### config.mk
export PLATFORM = sky130hd
export DESIGN_NAME = ordered_list_engine
export DESIGN_NICKNAME = d
export VERILOG_FILES = /design/src/rtl/ole_pkg.sv /design/src/rtl/ordered_list_engine.sv /design/src/rtl/ole_dp.sv /design/src/rtl/ole_ctrl.sv
export SDC_FILE = /design/constraint.sdc
export NUM_CORES = 2
export LEC_CHECK = 0
export BUFFER_PORTS_ARGS = -buffer_cell sky130_fd_sc_hd__buf_2
export CAP_MARGIN = 20
export CORE_ASPECT_RATIO = 0.75
export CORE_MARGIN = 4
export CORE_UTILIZATION = 50
export DETAILED_ROUTE_END_ITERATION = 8
export GPL_TIMING_DRIVEN = 0
export PLACE_DENSITY = 0.69
export SYNTH_ARGS = -nofsm -noshare
export SYNTH_HDL_FRONTEND = slang
export SYNTH_SLANG_ARGS = --single-unit
### constraint.sdc
create_clock -name clk -period 8 [get_ports clk]
set_input_delay 1.6 -clock clk [delete_from_list [all_inputs] [get_ports clk]]
set_output_delay 1.6 -clock clk [all_outputs]
set_load 0.05 [all_outputs]
### src/rtl/ole_pkg.sv
package ole_pkg;

  localparam int VAL_W    = 32;
  localparam int OCC_W    = 7;
  localparam int MODE_W   = 3;
  localparam int STATUS_W = 2;

  typedef enum logic [MODE_W-1:0] {
    MODE_INS_HEAD = 3'd0,
    MODE_INS_TAIL = 3'd1,
    MODE_SEARCH   = 3'd2,
    MODE_DELETE   = 3'd3,
    MODE_READ_FWD = 3'd4,
    MODE_READ_BWD = 3'd5
  } mode_t;

  typedef enum logic [STATUS_W-1:0] {
    ST_OK        = 2'd0,
    ST_NOT_FOUND = 2'd1,
    ST_FULL      = 2'd2,
    ST_EMPTY     = 2'd3
  } status_t;

  typedef enum logic [1:0] {
    SRC_VALUE = 2'd0,
    SRC_RDATA = 2'd1,
    SRC_ZERO  = 2'd2
  } out_src_t;

  typedef enum logic [2:0] {
    OP_NONE     = 3'd0,
    OP_INS_HEAD = 3'd1,
    OP_INS_TAIL = 3'd2,
    OP_SHIFT    = 3'd3,
    OP_DROP     = 3'd4
  } dp_op_t;

  typedef struct packed {
    logic             latch;
    logic             rd_en;
    logic [OCC_W-1:0] rd_idx;
    dp_op_t           op;
    logic [OCC_W-1:0] wr_idx;
    logic             out_load;
    out_src_t         out_src;
    logic             out_found;
    status_t          out_status;
    logic             out_last;
  } dp_cmd_t;

  typedef struct packed {
    logic [OCC_W-1:0] occ;
    logic             full;
    logic             match;
    logic             out_free;
  } dp_sts_t;

endpackage

### src/rtl/ordered_list_engine.sv
// Ordered list of up to CAPACITY signed 32-bit values, kept as a ring in one
// entry memory with a head pointer, so inserts at either end take a single
// write. Search, delete and readout walk the entries through the memory's
// one read port, one entry per cycle while results are taken without stall
// (a delete scans to the match, then moves the later entries one place
// toward the head). One request is worked on at a time; a new request is
// taken as soon as the previous one has handed its last result to the output
// register, even if that result still waits there. Requests with modes 6 and
// 7 are dropped with no result. No clearing pass is needed after reset.
module ordered_list_engine #(
  parameter int CAPACITY = 64
) (
  input  logic                              clk,
  input  logic                              rst_n,
  input  logic                              in_valid,
  output logic                              in_ready,
  input  logic [ole_pkg::MODE_W-1:0]        in_mode,
  input  logic signed [ole_pkg::VAL_W-1:0]  in_value,
  output logic                              out_valid,
  input  logic                              out_ready,
  output logic signed [ole_pkg::VAL_W-1:0]  out_entry,
  output logic                              out_found,
  output logic [ole_pkg::STATUS_W-1:0]      out_status,
  output logic [ole_pkg::OCC_W-1:0]         out_entries,
  output logic                              out_last
);

  ole_pkg::dp_cmd_t cmd;
  ole_pkg::dp_sts_t sts;

  ole_ctrl u_ctrl (
    .clk      (clk),
    .rst_n    (rst_n),
    .in_valid (in_valid),
    .in_ready (in_ready),
    .in_mode  (in_mode),
    .sts      (sts),
    .cmd      (cmd)
  );

  ole_dp #(
    .CAPACITY (CAPACITY)
  ) u_dp (
    .clk         (clk),
    .rst_n       (rst_n),
    .cmd         (cmd),
    .sts         (sts),
    .in_value    (in_value),
    .out_valid   (out_valid),
    .out_ready   (out_ready),
    .out_entry   (out_entry),
    .out_found   (out_found),
    .out_status  (out_status),
    .out_entries (out_entries),
    .out_last    (out_last)
  );

endmodule

### src/rtl/ole_dp.sv
module ole_dp #(
  parameter int CAPACITY = 64
) (
  input  logic                              clk,
  input  logic                              rst_n,
  input  ole_pkg::dp_cmd_t                  cmd,
  output ole_pkg::dp_sts_t                  sts,
  input  logic signed [ole_pkg::VAL_W-1:0]  in_value,
  output logic                              out_valid,
  input  logic                              out_ready,
  output logic signed [ole_pkg::VAL_W-1:0]  out_entry,
  output logic                              out_found,
  output logic [ole_pkg::STATUS_W-1:0]      out_status,
  output logic [ole_pkg::OCC_W-1:0]         out_entries,
  output logic                              out_last
);

  localparam int IW = $clog2(CAPACITY);
  localparam logic [IW:0]   CAP_EXT   = (IW+1)'(CAPACITY);
  localparam logic [IW-1:0] LAST_SLOT = IW'(CAPACITY - 1);

  logic [ole_pkg::VAL_W-1:0] mem [CAPACITY];

  logic [IW-1:0]                head_r;
  logic [ole_pkg::OCC_W-1:0]    occ_r;
  logic [ole_pkg::VAL_W-1:0]    value_r;
  logic [ole_pkg::VAL_W-1:0]    rd_data_r;
  logic                         out_valid_r;
  logic [ole_pkg::VAL_W-1:0]    out_entry_r;
  logic                         out_found_r;
  ole_pkg::status_t             out_status_r;
  logic [ole_pkg::OCC_W-1:0]    out_entries_r;
  logic                         out_last_r;

  logic [IW-1:0]             head_dec;
  logic [IW-1:0]             rd_addr;
  logic                      wr_en;
  logic [IW-1:0]             wr_addr;
  logic [ole_pkg::VAL_W-1:0] wr_data;
  logic [ole_pkg::VAL_W-1:0] out_entry_nxt;

  function automatic logic [IW-1:0] phys(input logic [IW-1:0] base, input logic [IW-1:0] off);
    logic [IW:0] s;
    s = {1'b0, base} + {1'b0, off};
    if (s >= CAP_EXT) begin
      s = s - CAP_EXT;
    end
    return s[IW-1:0];
  endfunction

  assign head_dec = (head_r == '0) ? LAST_SLOT : head_r - 1'b1;
  assign rd_addr  = phys(head_r, cmd.rd_idx[IW-1:0]);

  always_comb begin
    wr_en   = 1'b0;
    wr_addr = head_dec;
    wr_data = value_r;
    case (cmd.op)
      ole_pkg::OP_INS_HEAD: begin
        wr_en   = 1'b1;
        wr_addr = head_dec;
      end
      ole_pkg::OP_INS_TAIL: begin
        wr_en   = 1'b1;
        wr_addr = phys(head_r, occ_r[IW-1:0]);
      end
      ole_pkg::OP_SHIFT: begin
        wr_en   = 1'b1;
        wr_addr = phys(head_r, cmd.wr_idx[IW-1:0]);
        wr_data = rd_data_r;
      end
      default: begin
        wr_en = 1'b0;
      end
    endcase
  end

  always_comb begin
    case (cmd.out_src)
      ole_pkg::SRC_RDATA: out_entry_nxt = rd_data_r;
      ole_pkg::SRC_ZERO:  out_entry_nxt = '0;
      default:            out_entry_nxt = value_r;
    endcase
  end

  always_ff @(posedge clk) begin
    if (wr_en) begin
      mem[wr_addr] <= wr_data;
    end
    if (cmd.rd_en) begin
      rd_data_r <= mem[rd_addr];
    end
    if (cmd.latch) begin
      value_r <= in_value;
    end
    if (cmd.out_load) begin
      out_entry_r   <= out_entry_nxt;
      out_found_r   <= cmd.out_found;
      out_status_r  <= cmd.out_status;
      out_entries_r <= occ_r;
      out_last_r    <= cmd.out_last;
    end
  end

  always_ff @(posedge clk) begin
    if (!rst_n) begin
      head_r      <= '0;
      occ_r       <= '0;
      out_valid_r <= 1'b0;
    end else begin
      case (cmd.op)
        ole_pkg::OP_INS_HEAD: begin
          head_r <= head_dec;
          occ_r  <= occ_r + 1'b1;
        end
        ole_pkg::OP_INS_TAIL: begin
          occ_r <= occ_r + 1'b1;
        end
        ole_pkg::OP_DROP: begin
          occ_r <= occ_r - 1'b1;
        end
        default: begin
          occ_r <= occ_r;
        end
      endcase
      if (cmd.out_load) begin
        out_valid_r <= 1'b1;
      end else if (out_ready) begin
        out_valid_r <= 1'b0;
      end
    end
  end

  assign sts.occ      = occ_r;
  assign sts.full     = (occ_r == ole_pkg::OCC_W'(CAPACITY));
  assign sts.match    = (rd_data_r == value_r);
  assign sts.out_free = !out_valid_r || out_ready;

  assign out_valid   = out_valid_r;
  assign out_entry   = out_entry_r;
  assign out_found   = out_found_r;
  assign out_status  = out_status_r;
  assign out_entries = out_entries_r;
  assign out_last    = out_last_r;

endmodule

### src/rtl/ole_ctrl.sv
module ole_ctrl (
  input  logic                           clk,
  input  logic                           rst_n,
  input  logic                           in_valid,
  output logic                           in_ready,
  input  logic [ole_pkg::MODE_W-1:0]     in_mode,
  input  ole_pkg::dp_sts_t               sts,
  output ole_pkg::dp_cmd_t               cmd
);

  typedef enum logic [2:0] {
    S_IDLE,
    S_INS,
    S_SCAN,
    S_SHIFT,
    S_READ,
    S_EMIT
  } state_t;

  state_t                    state_r, state_nxt;
  ole_pkg::mode_t            mode_r, mode_nxt;
  logic [ole_pkg::OCC_W-1:0] idx_r, idx_nxt;
  logic [ole_pkg::OCC_W-1:0] pidx_r, pidx_nxt;
  logic                      pend_r, pend_nxt;
  logic                      found_r, found_nxt;
  ole_pkg::status_t          status_r, status_nxt;
  ole_pkg::out_src_t         src_r, src_nxt;

  logic                      more;
  logic                      consume;
  logic                      issue;
  logic                      is_last;
  logic [ole_pkg::OCC_W-1:0] occ_m1;

  assign in_ready = (state_r == S_IDLE);
  assign more     = (idx_r < sts.occ);
  assign occ_m1   = ole_pkg::OCC_W'(sts.occ - 1'b1);
  assign is_last  = (pidx_r == occ_m1);
  assign consume  = pend_r && sts.out_free;
  assign issue    = more && (!pend_r || sts.out_free);

  always_comb begin
    state_nxt  = state_r;
    mode_nxt   = mode_r;
    idx_nxt    = idx_r;
    pidx_nxt   = pidx_r;
    pend_nxt   = pend_r;
    found_nxt  = found_r;
    status_nxt = status_r;
    src_nxt    = src_r;
    cmd            = '0;
    cmd.op         = ole_pkg::OP_NONE;
    cmd.out_src    = ole_pkg::SRC_VALUE;
    cmd.out_status = ole_pkg::ST_OK;

    case (state_r)
      S_IDLE: begin
        if (in_valid) begin
          cmd.latch = 1'b1;
          mode_nxt  = ole_pkg::mode_t'(in_mode);
          idx_nxt   = '0;
          pend_nxt  = 1'b0;
          found_nxt = 1'b0;
          src_nxt   = ole_pkg::SRC_VALUE;
          case (ole_pkg::mode_t'(in_mode))
            ole_pkg::MODE_INS_HEAD, ole_pkg::MODE_INS_TAIL: state_nxt = S_INS;
            ole_pkg::MODE_SEARCH, ole_pkg::MODE_DELETE:     state_nxt = S_SCAN;
            ole_pkg::MODE_READ_FWD, ole_pkg::MODE_READ_BWD: state_nxt = S_READ;
            default:                                        state_nxt = S_IDLE;
          endcase
        end
      end

      S_INS: begin
        if (sts.full) begin
          status_nxt = ole_pkg::ST_FULL;
        end else begin
          status_nxt = ole_pkg::ST_OK;
          cmd.op = (mode_r == ole_pkg::MODE_INS_HEAD) ? ole_pkg::OP_INS_HEAD
                                                      : ole_pkg::OP_INS_TAIL;
        end
        state_nxt = S_EMIT;
      end

      S_SCAN: begin
        if (pend_r && sts.match) begin
          if (mode_r == ole_pkg::MODE_SEARCH) begin
            found_nxt  = 1'b1;
            status_nxt = ole_pkg::ST_OK;
            state_nxt  = S_EMIT;
          end else begin
            idx_nxt   = pidx_r + 1'b1;
            pend_nxt  = 1'b0;
            state_nxt = S_SHIFT;
          end
        end else if (more) begin
          cmd.rd_en  = 1'b1;
          cmd.rd_idx = idx_r;
          pend_nxt   = 1'b1;
          pidx_nxt   = idx_r;
          idx_nxt    = idx_r + 1'b1;
        end else begin
          found_nxt  = 1'b0;
          status_nxt = ole_pkg::ST_NOT_FOUND;
          state_nxt  = S_EMIT;
        end
      end

      S_SHIFT: begin
        if (pend_r) begin
          cmd.op     = ole_pkg::OP_SHIFT;
          cmd.wr_idx = pidx_r - 1'b1;
        end
        if (more) begin
          cmd.rd_en  = 1'b1;
          cmd.rd_idx = idx_r;
          pend_nxt   = 1'b1;
          pidx_nxt   = idx_r;
          idx_nxt    = idx_r + 1'b1;
        end else if (pend_r) begin
          pend_nxt = 1'b0;
        end else begin
          cmd.op     = ole_pkg::OP_DROP;
          found_nxt  = 1'b1;
          status_nxt = ole_pkg::ST_OK;
          state_nxt  = S_EMIT;
        end
      end

      S_READ: begin
        if (sts.occ == '0) begin
          found_nxt  = 1'b0;
          status_nxt = ole_pkg::ST_EMPTY;
          src_nxt    = ole_pkg::SRC_ZERO;
          state_nxt  = S_EMIT;
        end else begin
          if (consume) begin
            cmd.out_load   = 1'b1;
            cmd.out_src    = ole_pkg::SRC_RDATA;
            cmd.out_status = ole_pkg::ST_OK;
            cmd.out_last   = is_last;
          end
          if (issue) begin
            cmd.rd_en  = 1'b1;
            cmd.rd_idx = (mode_r == ole_pkg::MODE_READ_FWD) ? idx_r
                         : ole_pkg::OCC_W'(occ_m1 - idx_r);
            pend_nxt   = 1'b1;
            pidx_nxt   = idx_r;
            idx_nxt    = idx_r + 1'b1;
          end else if (consume) begin
            pend_nxt = 1'b0;
          end
          if (consume && is_last) begin
            state_nxt = S_IDLE;
          end
        end
      end

      S_EMIT: begin
        if (sts.out_free) begin
          cmd.out_load   = 1'b1;
          cmd.out_src    = src_r;
          cmd.out_found  = found_r;
          cmd.out_status = status_r;
          cmd.out_last   = 1'b1;
          state_nxt      = S_IDLE;
        end
      end

      default: begin
        state_nxt = S_IDLE;
      end
    endcase
  end

  always_ff @(posedge clk) begin
    if (!rst_n) begin
      state_r  <= S_IDLE;
      mode_r   <= ole_pkg::MODE_INS_HEAD;
      idx_r    <= '0;
      pidx_r   <= '0;
      pend_r   <= 1'b0;
      found_r  <= 1'b0;
      status_r <= ole_pkg::ST_OK;
      src_r    <= ole_pkg::SRC_VALUE;
    end else begin
      state_r  <= state_nxt;
      mode_r   <= mode_nxt;
      idx_r    <= idx_nxt;
      pidx_r   <= pidx_nxt;
      pend_r   <= pend_nxt;
      found_r  <= found_nxt;
      status_r <= status_nxt;
      src_r    <= src_nxt;
    end
  end

endmodule

# Word level (Yosys, flattened, before mapping)
# Memories as Yosys holds them, arrays and structs flattened. A register that Yosys moved wholly into a read port is not among the register bits.
# Cells that the tools add are included.
# word_totals
register_bits,115
mem_bits_rw,2048
in_bits,39
output_inout_bits,45
n_memories,1
# op_classes
n_addsub,13
magnitude_cmp,4
n_eq_ne,35
mux,85
n_reduce_logical,33
# mem_list
name,depth,width,read_ports,rd_clocked_by_memory_dff,wr,line_no,source
u_dp.mem,64,32,1,1,1,ole_dp.sv:22,logic [ole_pkg::VAL_W-1:0] mem [CAPACITY];
# ops
cell,n
2-to-1 mux 7 bit,12
one-hot mux 32 bit (2 select lines),1
2-to-1 mux 3 bit,15
equality test 32 bit,1
2-to-1 mux 32 bit,1
2-to-1 mux 8 bit,4
2-to-1 mux 6 bit,5
one-hot mux 7 bit (4 select lines),1
one-hot mux 8 bit (3 select lines),1
"subtractor 6 x 1 -> 6 bit, second input constant",4
2-to-1 mux 1 bit,22
adder 6 x 6 -> 7 bit,3
"adder 7 x 1 -> 7 bit, second input constant",3
"equality test 3 x 2 -> 1 bit, second input constant",7
"greater-or-equal comparator 7 bit, second input constant",3
one-hot mux 7 bit (3 select lines),1
2-to-1 mux 2 bit,10
"equality test 3 bit, second input constant",6
one-hot mux 3 bit (2 select lines),3
one-hot mux 3 bit (6 select lines),1
AND reduction 6 bit,3
one-hot mux 7 bit (2 select lines),1
"subtractor 7 x 1 -> 7 bit, second input constant",2
one-hot mux 6 bit (2 select lines),1
32 further kinds,59

# Depth between registers and ports, before layout
# depth
ltp_word,10
depth_mapped,21

# By module
# A second synthesis with hierarchy kept.
# unflattened
cells_unflattened,4001
hier_area_um2,86825.8
# by_module_without_submodules
module,n_inst,cells_each,area_per_inst_um2
ole_dp,1,3643,84188.2
ole_ctrl,1,358,2637.5

# Worst setup path before layout
# No wires, ideal clock.
# synth_path
path_kind,input -> register
from,input out_ready
to,"register u_dp.rd_data_r[11] in the netlist's numbering (read register of u_dp.mem), data pin"
arrival_ns,4.856
required_ns,7.721
path_slack_ns,2.866
path_stages,12
cell_sequence,nor2b_1 nand2_1 nand3_1 o21ai_0 a22o_1 fa_1 xnor2_1 clkbuf_1 clkbuf_1 mux4_2 mux2i_1 mux2i_1
# synth_via
elab_chain_len,9
word_cells_on_any_way,10
classes_between,add/sub (2); order compare (1); mux (4); reduce/logical (3)
# synth_rtl
item,line_no,source
from (decl),ordered_list_engine.sv:20,"input logic out_ready,"
logical OR 1 bit (*),ole_dp.sv:137,assign sts.out_free = !out_valid_r || out_ready;
logical OR 1 bit (*),ole_ctrl.sv:40,assign issue = more && (!pend_r || sts.out_free);
logical AND 1 bit (*),ole_ctrl.sv:40,
2-to-1 mux 8 bit (*),ole_ctrl.sv:143,if (issue) begin
2-to-1 mux 8 bit (*),ole_ctrl.sv:131,if (sts.occ == '0) begin
one-hot mux 8 bit (3 select lines) (*),ole_ctrl.sv:56,case (state_r)
adder 6 x 6 -> 7 bit,ole_dp.sv:44,"s = {1'b0, base} + {1'b0, off};"
subtractor 6 x 1 -> 6 bit or greater-or-equal comparator 7 bit (tied branches),"ole_dp.sv:46, ole_dp.sv:45",
2-to-1 mux 6 bit,ole_dp.sv:45,if (s >= CAP_EXT) begin
to (decl),ole_dp.sv:27,logic [ole_pkg::VAL_W-1:0] rd_data_r;
# Every way passes the cells marked *; elsewhere a longest branch is shown, timed or not.
# A chain may end at the register's enable or synchronous reset.

# Worst setup path in the final report
# layout_path
from,register u_dp.value_r[25] in the netlist's numbering
to,"register u_dp.rd_data_r[23] in the netlist's numbering (read register of u_dp.mem), data pin"
# layout_via
elab_chain_len,7
word_cells_on_any_way,8
classes_between,add/sub (2); order compare (1); eq/ne (1); mux (3); reduce/logical (1)
# layout_rtl
item,line_no,source
from (decl),ole_dp.sv:26,logic [ole_pkg::VAL_W-1:0] value_r;
from (signal assigned),ole_dp.sv:94,value_r <= in_value;
equality test 32 bit (*),ole_dp.sv:136,assign sts.match = (rd_data_r == value_r);
logical AND 1 bit (*),ole_ctrl.sv:86,if (pend_r && sts.match) begin
2-to-1 mux 8 bit (*),ole_ctrl.sv:86,
one-hot mux 8 bit (3 select lines) (*),ole_ctrl.sv:56,
adder 6 x 6 -> 7 bit,ole_dp.sv:44,
subtractor 6 x 1 -> 6 bit or greater-or-equal comparator 7 bit (tied branches),"ole_dp.sv:46, ole_dp.sv:45",
2-to-1 mux 6 bit,ole_dp.sv:45,
# Marks and branches as above.

==> out/qor.txt <==
====================================================================================
Cells after Synth .....................................................         3725
Number of vias per cell ...............................................         6.46
Crit-path max cell delay ..............................................      0.80 ns
Maximum ir drop on the vdd rail .......................................   0.000251 V
Final worst-path cycle share ..........................................        0.998
Capturing element type of the critical path ...........................         flop
Clock transition at the registers of the reported paths ...............      0.06 ns
Achievable Freq .......................................................    0.125 GHz
Min Hold Slack ........................................................     0.468 ns
1st-pass router iterations ............................................            6
Buffer type at the clock tree root .................................... sky130_fd_sc_hd__clkbuf_16
Total number of nets in the final design ..............................         4203
Mean routed wirelength per cell .......................................      34.3 um
Initial core utilization ..............................................        0.503
Maximum clock path buffer count .......................................            3
CTS tree ..............................................................          yes
Number of input and output port buffers inserted ......................           83
Final critical-path required period ...................................      7.98 ns
Leakage power total ...................................................      29.9 nW
H-tree depth ..........................................................            4
DRC violation count after routing .....................................            0
Leading register cell type out of synthesis ........................... sky130_fd_sc_hd__edfxtp_1
Flip-flop and latch count after synthesis .............................         2194
Estimated wirelength of the detail-placed design ......................    152000 um
Final worst clock skew ................................................    0.0335 ns
Syn avg cell area .....................................................     23.0 um2
Sequential share of the synthesized area ..............................        0.765
Worst Path Arrival ....................................................      8.46 ns
Clock Latency Late Sink ...............................................      0.83 ns
Global-route usage over all layers ....................................        0.253
Share of cells above drive strength 1 .................................        0.293
Die Wd ................................................................       486 um
DIE AREA ..............................................................    0.178 mm2
Data required time at the worst endpoint ..............................      8.48 ns
First-pass GRT wire length ............................................    316000 um
Number of endpoints failing setup at the final stage ..................            0
Number of buffers inserted for hold repair after clock tree synthesis .            0
Switching Share .......................................................        0.310
Type of the setup path with the least slack ...........................      reg2reg
Synth unique cells ....................................................           65
Area of the mapped netlist ............................................   0.0856 mm2
Area overhead of the layout relative to synthesis .....................        14.4%
Worst-path cell chain ................................................. xnor2_1 -> nand4_1 -> nor4_1 -> nand4_1 -> o21a_1 -> nand2_1 -> o21ai_0 -> ha_1 -> clkbuf_1 -> clkbuf_2 -> buf_1 -> mux4_2 -> mux4_2 -> mux2i_1 -> mux2i_1
Congestion Overflow GR ................................................            0
Overall die height ....................................................       366 um
Relative contribution of the clock network to total power .............        0.282
Slowest library cell on the worst path ................................ sky130_fd_sc_hd__buf_1
Slew @ Worst Pin ......................................................      1.24 ns
Unrepaired setup endpoints after global routing .......................           no
Top fanout value on the critical path .................................           11
Max-slew violations ...................................................            0
Worst min-delay path class ............................................      reg2reg
# rows ................................................................          131
Number of hold-slack violations in the final timing report ............            0
Worst hold path depth .................................................            1
Post-Route WL .........................................................    225000 um
Synthesized netlist net count .........................................         3798
Number of DRC markers after the initial detailed-route iteration ......         7178
RD Place Congestion ...................................................        0.986
Total clock buffers created by CTS ....................................          193
Clock sink count ......................................................         2194
Comb power frac .......................................................        0.286
Number of enable-type register cells in the synthesized netlist .......         2155
Type of element launching the critical path ...........................         flop
Std-Cell Core Area ....................................................    0.170 mm2
Via count .............................................................        42.4k
Maximum Capacitance Violations ........................................            0
Antenna violations before repair ......................................           11
Pin count of the biggest net entering global routing ..................           65
Pint ..................................................................     0.0221 W
Count of nets left with antenna violations after detail routing .......            1
Core Util, Final ......................................................        0.576
Count of boundary I/O pins ............................................           84
Async set or reset register ratio after synthesis .....................            0
Net switching power ...................................................    0.00992 W
Normalized max-slew margin ............................................        0.176
Power density over the cells ..........................................   327 mW/mm2
Number of global-route vias before repair .............................        40.2k
Yosys Warn Count ......................................................            0
Run status ............................................................ complete, but fails checks
Sequential share of power .............................................        0.432
Failing checks ........................................................ antenna violations
Worst reg-to-reg path cell count ......................................           15
====================================================================================
## logic make-up (layout without fill, tap and decap cells)
logic type,after synthesis,after routing,synth area share
other,0,9,0
XOR/XNOR,74,74,0.00779
AO/OA/AOI/OAI,157,157,0.0128
AND/OR/NAND/NOR,281,281,0.0150
buffers and inverters,210,777,0.00978
multiplexers,775,775,0.185
adder cells (fa/ha/maj),34,34,0.00523
flip-flops,2194,2194,0.765
## sequential cells by signal (all words and copies together) (netlist names), 6 cells and up
| name | count |
|---|---|
| u_dp.occ_r | 7 |
| u_ctrl.idx_r | 7 |
| u_ctrl.pidx_r | 7 |
| u_dp.out_entry | 32 |
| u_dp.mem | 2048 |
| u_dp.value_r | 32 |
| u_dp.out_entries | 7 |
| u_dp.rd_data_r | 32 |
| u_dp.head_r | 6 |
## metrics by stage
| step | worst slack [ns] | power, W | cell area (um2) | TNS, ns | std cells |
|---|---|---|---|---|---|
| after floorplan | 2.87 | 0.0192 | 85600 | 0 | 3725 |
| after global placement | -1.04 | 0.0224 | 88900 | -26.30 | 6069 |
| after detailed placement | -0.391 | 0.0229 | 91500 | -4.20 | 6174 |
| after CTS | 0.0277 | 0.0318 | 97600 | 0 | 6530 |
| after global routing | 0.00457 | 0.0330 | 97900 | 0 | 6555 |
| final | 0.0175 | 0.0320 | 98000 | 0 | 6562 |
## what timing repair did
| item | 4_1_cts | 5_1_grt |
|---|---|---|
| setup endpoints to repair | 27 | 32 |
| buffers inserted | 0 | 2 |
| pin swaps | 0 | 1 |
| gates resized for setup | 19 | 7 |
## area by class of cell
type | instances | area (um2)
fillers | 12000 | 72200
flip-flops and latches | 2194 | 65500
multi-input cells | 1321 | 19800
clock buffers | 244 | 5080
repair buffers | 211 | 2950
well taps | 2261 | 2830
clock inverters | 113 | 903
plain buffers | 182 | 772
inverters | 27 | 101
diodes | 9 | 22.5
## per-layer routing
| layer | track usage | vias up | wire [um] |
|---|---|---|---|
| li1 | - | 16700 | - |
| met1 | 0.399 | 22600 | 92900 |
| met2 | 0.341 | 2773 | 94600 |
| met3 | 0.0713 | 338 | 29800 |
| met4 | 0.0863 | 2 | 8000 |
| met5 | 0 | - | 13 |
## power by group through the flow
stage / Combinational, W / Sequential [W] / Clock (W)
final: 0.00913 / 0.0138 / 0.00902
after CTS: 0.00890 / 0.0138 / 0.00911
after global routing: 0.00951 / 0.0138 / 0.00960
after floorplan: 0.00514 / 0.0140 / 0
after detailed placement: 0.00885 / 0.0141 / 0
after global placement: 0.00828 / 0.0141 / 0
## layout by cell type, fill, tap and decap left out, types with 18 or more instances in the layout
master                         n
sky130_fd_sc_hd__a21oi_1      38
sky130_fd_sc_hd__buf_1        37
sky130_fd_sc_hd__mux4_2      640
sky130_fd_sc_hd__clkinv_1     50
sky130_fd_sc_hd__clkbuf_2     18
sky130_fd_sc_hd__mux2_2       32
sky130_fd_sc_hd__nor2_1       50
sky130_fd_sc_hd__inv_1        25
sky130_fd_sc_hd__mux2i_1      96
sky130_fd_sc_hd__nand2_1      71
sky130_fd_sc_hd__ha_1         31
sky130_fd_sc_hd__xnor2_1      54
sky130_fd_sc_hd__dfxtp_1      39
sky130_fd_sc_hd__xor2_1       19
sky130_fd_sc_hd__buf_12       84
sky130_fd_sc_hd__clkbuf_1    160
sky130_fd_sc_hd__edfxtp_1   2155
sky130_fd_sc_hd__buf_8        23
sky130_fd_sc_hd__a22o_1       34
sky130_fd_sc_hd__buf_2        88
sky130_fd_sc_hd__nor2_4       64
sky130_fd_sc_hd__clkbuf_16   196
sky130_fd_sc_hd__clkinv_2     35
sky130_fd_sc_hd__o21ai_0      18
## path summary, 6_finish.rpt
kind,slack [ns],startpoint,endpoint
min reg2reg,0.47,u_ctrl.status_r[0]$_SDFFE_PN0P_,u_ctrl.status_r[0]$_SDFFE_PN0P_
max,0.02,u_dp.value_r[25]$_DFFE_PP_,u_dp.rd_data_r[23]$_DFFE_PP_
max reg2reg,0.02,u_dp.value_r[25]$_DFFE_PP_,u_dp.rd_data_r[23]$_DFFE_PP_
min,0.47,u_ctrl.status_r[0]$_SDFFE_PN0P_,u_ctrl.status_r[0]$_SDFFE_PN0P_
## cell usage after synthesis, types with 31 or more instances
master                        n  area [um2]
sky130_fd_sc_hd__edfxtp_1  2155       64700
sky130_fd_sc_hd__mux4_2     640       14400
sky130_fd_sc_hd__clkbuf_1   135         507
sky130_fd_sc_hd__nor2_1     114         428
sky130_fd_sc_hd__mux2i_1    103        1030
sky130_fd_sc_hd__nand2_1     71         267
sky130_fd_sc_hd__xnor2_1     54         473
sky130_fd_sc_hd__buf_1       39         146
sky130_fd_sc_hd__dfxtp_1     39         781
sky130_fd_sc_hd__a21oi_1     38         190
sky130_fd_sc_hd__a22o_1      34         298
sky130_fd_sc_hd__mux2_2      32         360
sky130_fd_sc_hd__ha_1        31         388
## critical path: cells and delay by family (launching register included)
kind | cells | cell delay (ns)
buffers and inverters | 3 | 2.11
muxes | 4 | 2.07
and+or+nand+nor | 4 | 1.47
AOI/OAI and AO/OA | 2 | 0.59
DFF | 1 | 0.55
xor gates and xnor gates | 1 | 0.41
adders and majority gates | 1 | 0.37
No activity file was read; power rests on OpenSTA's default activity.
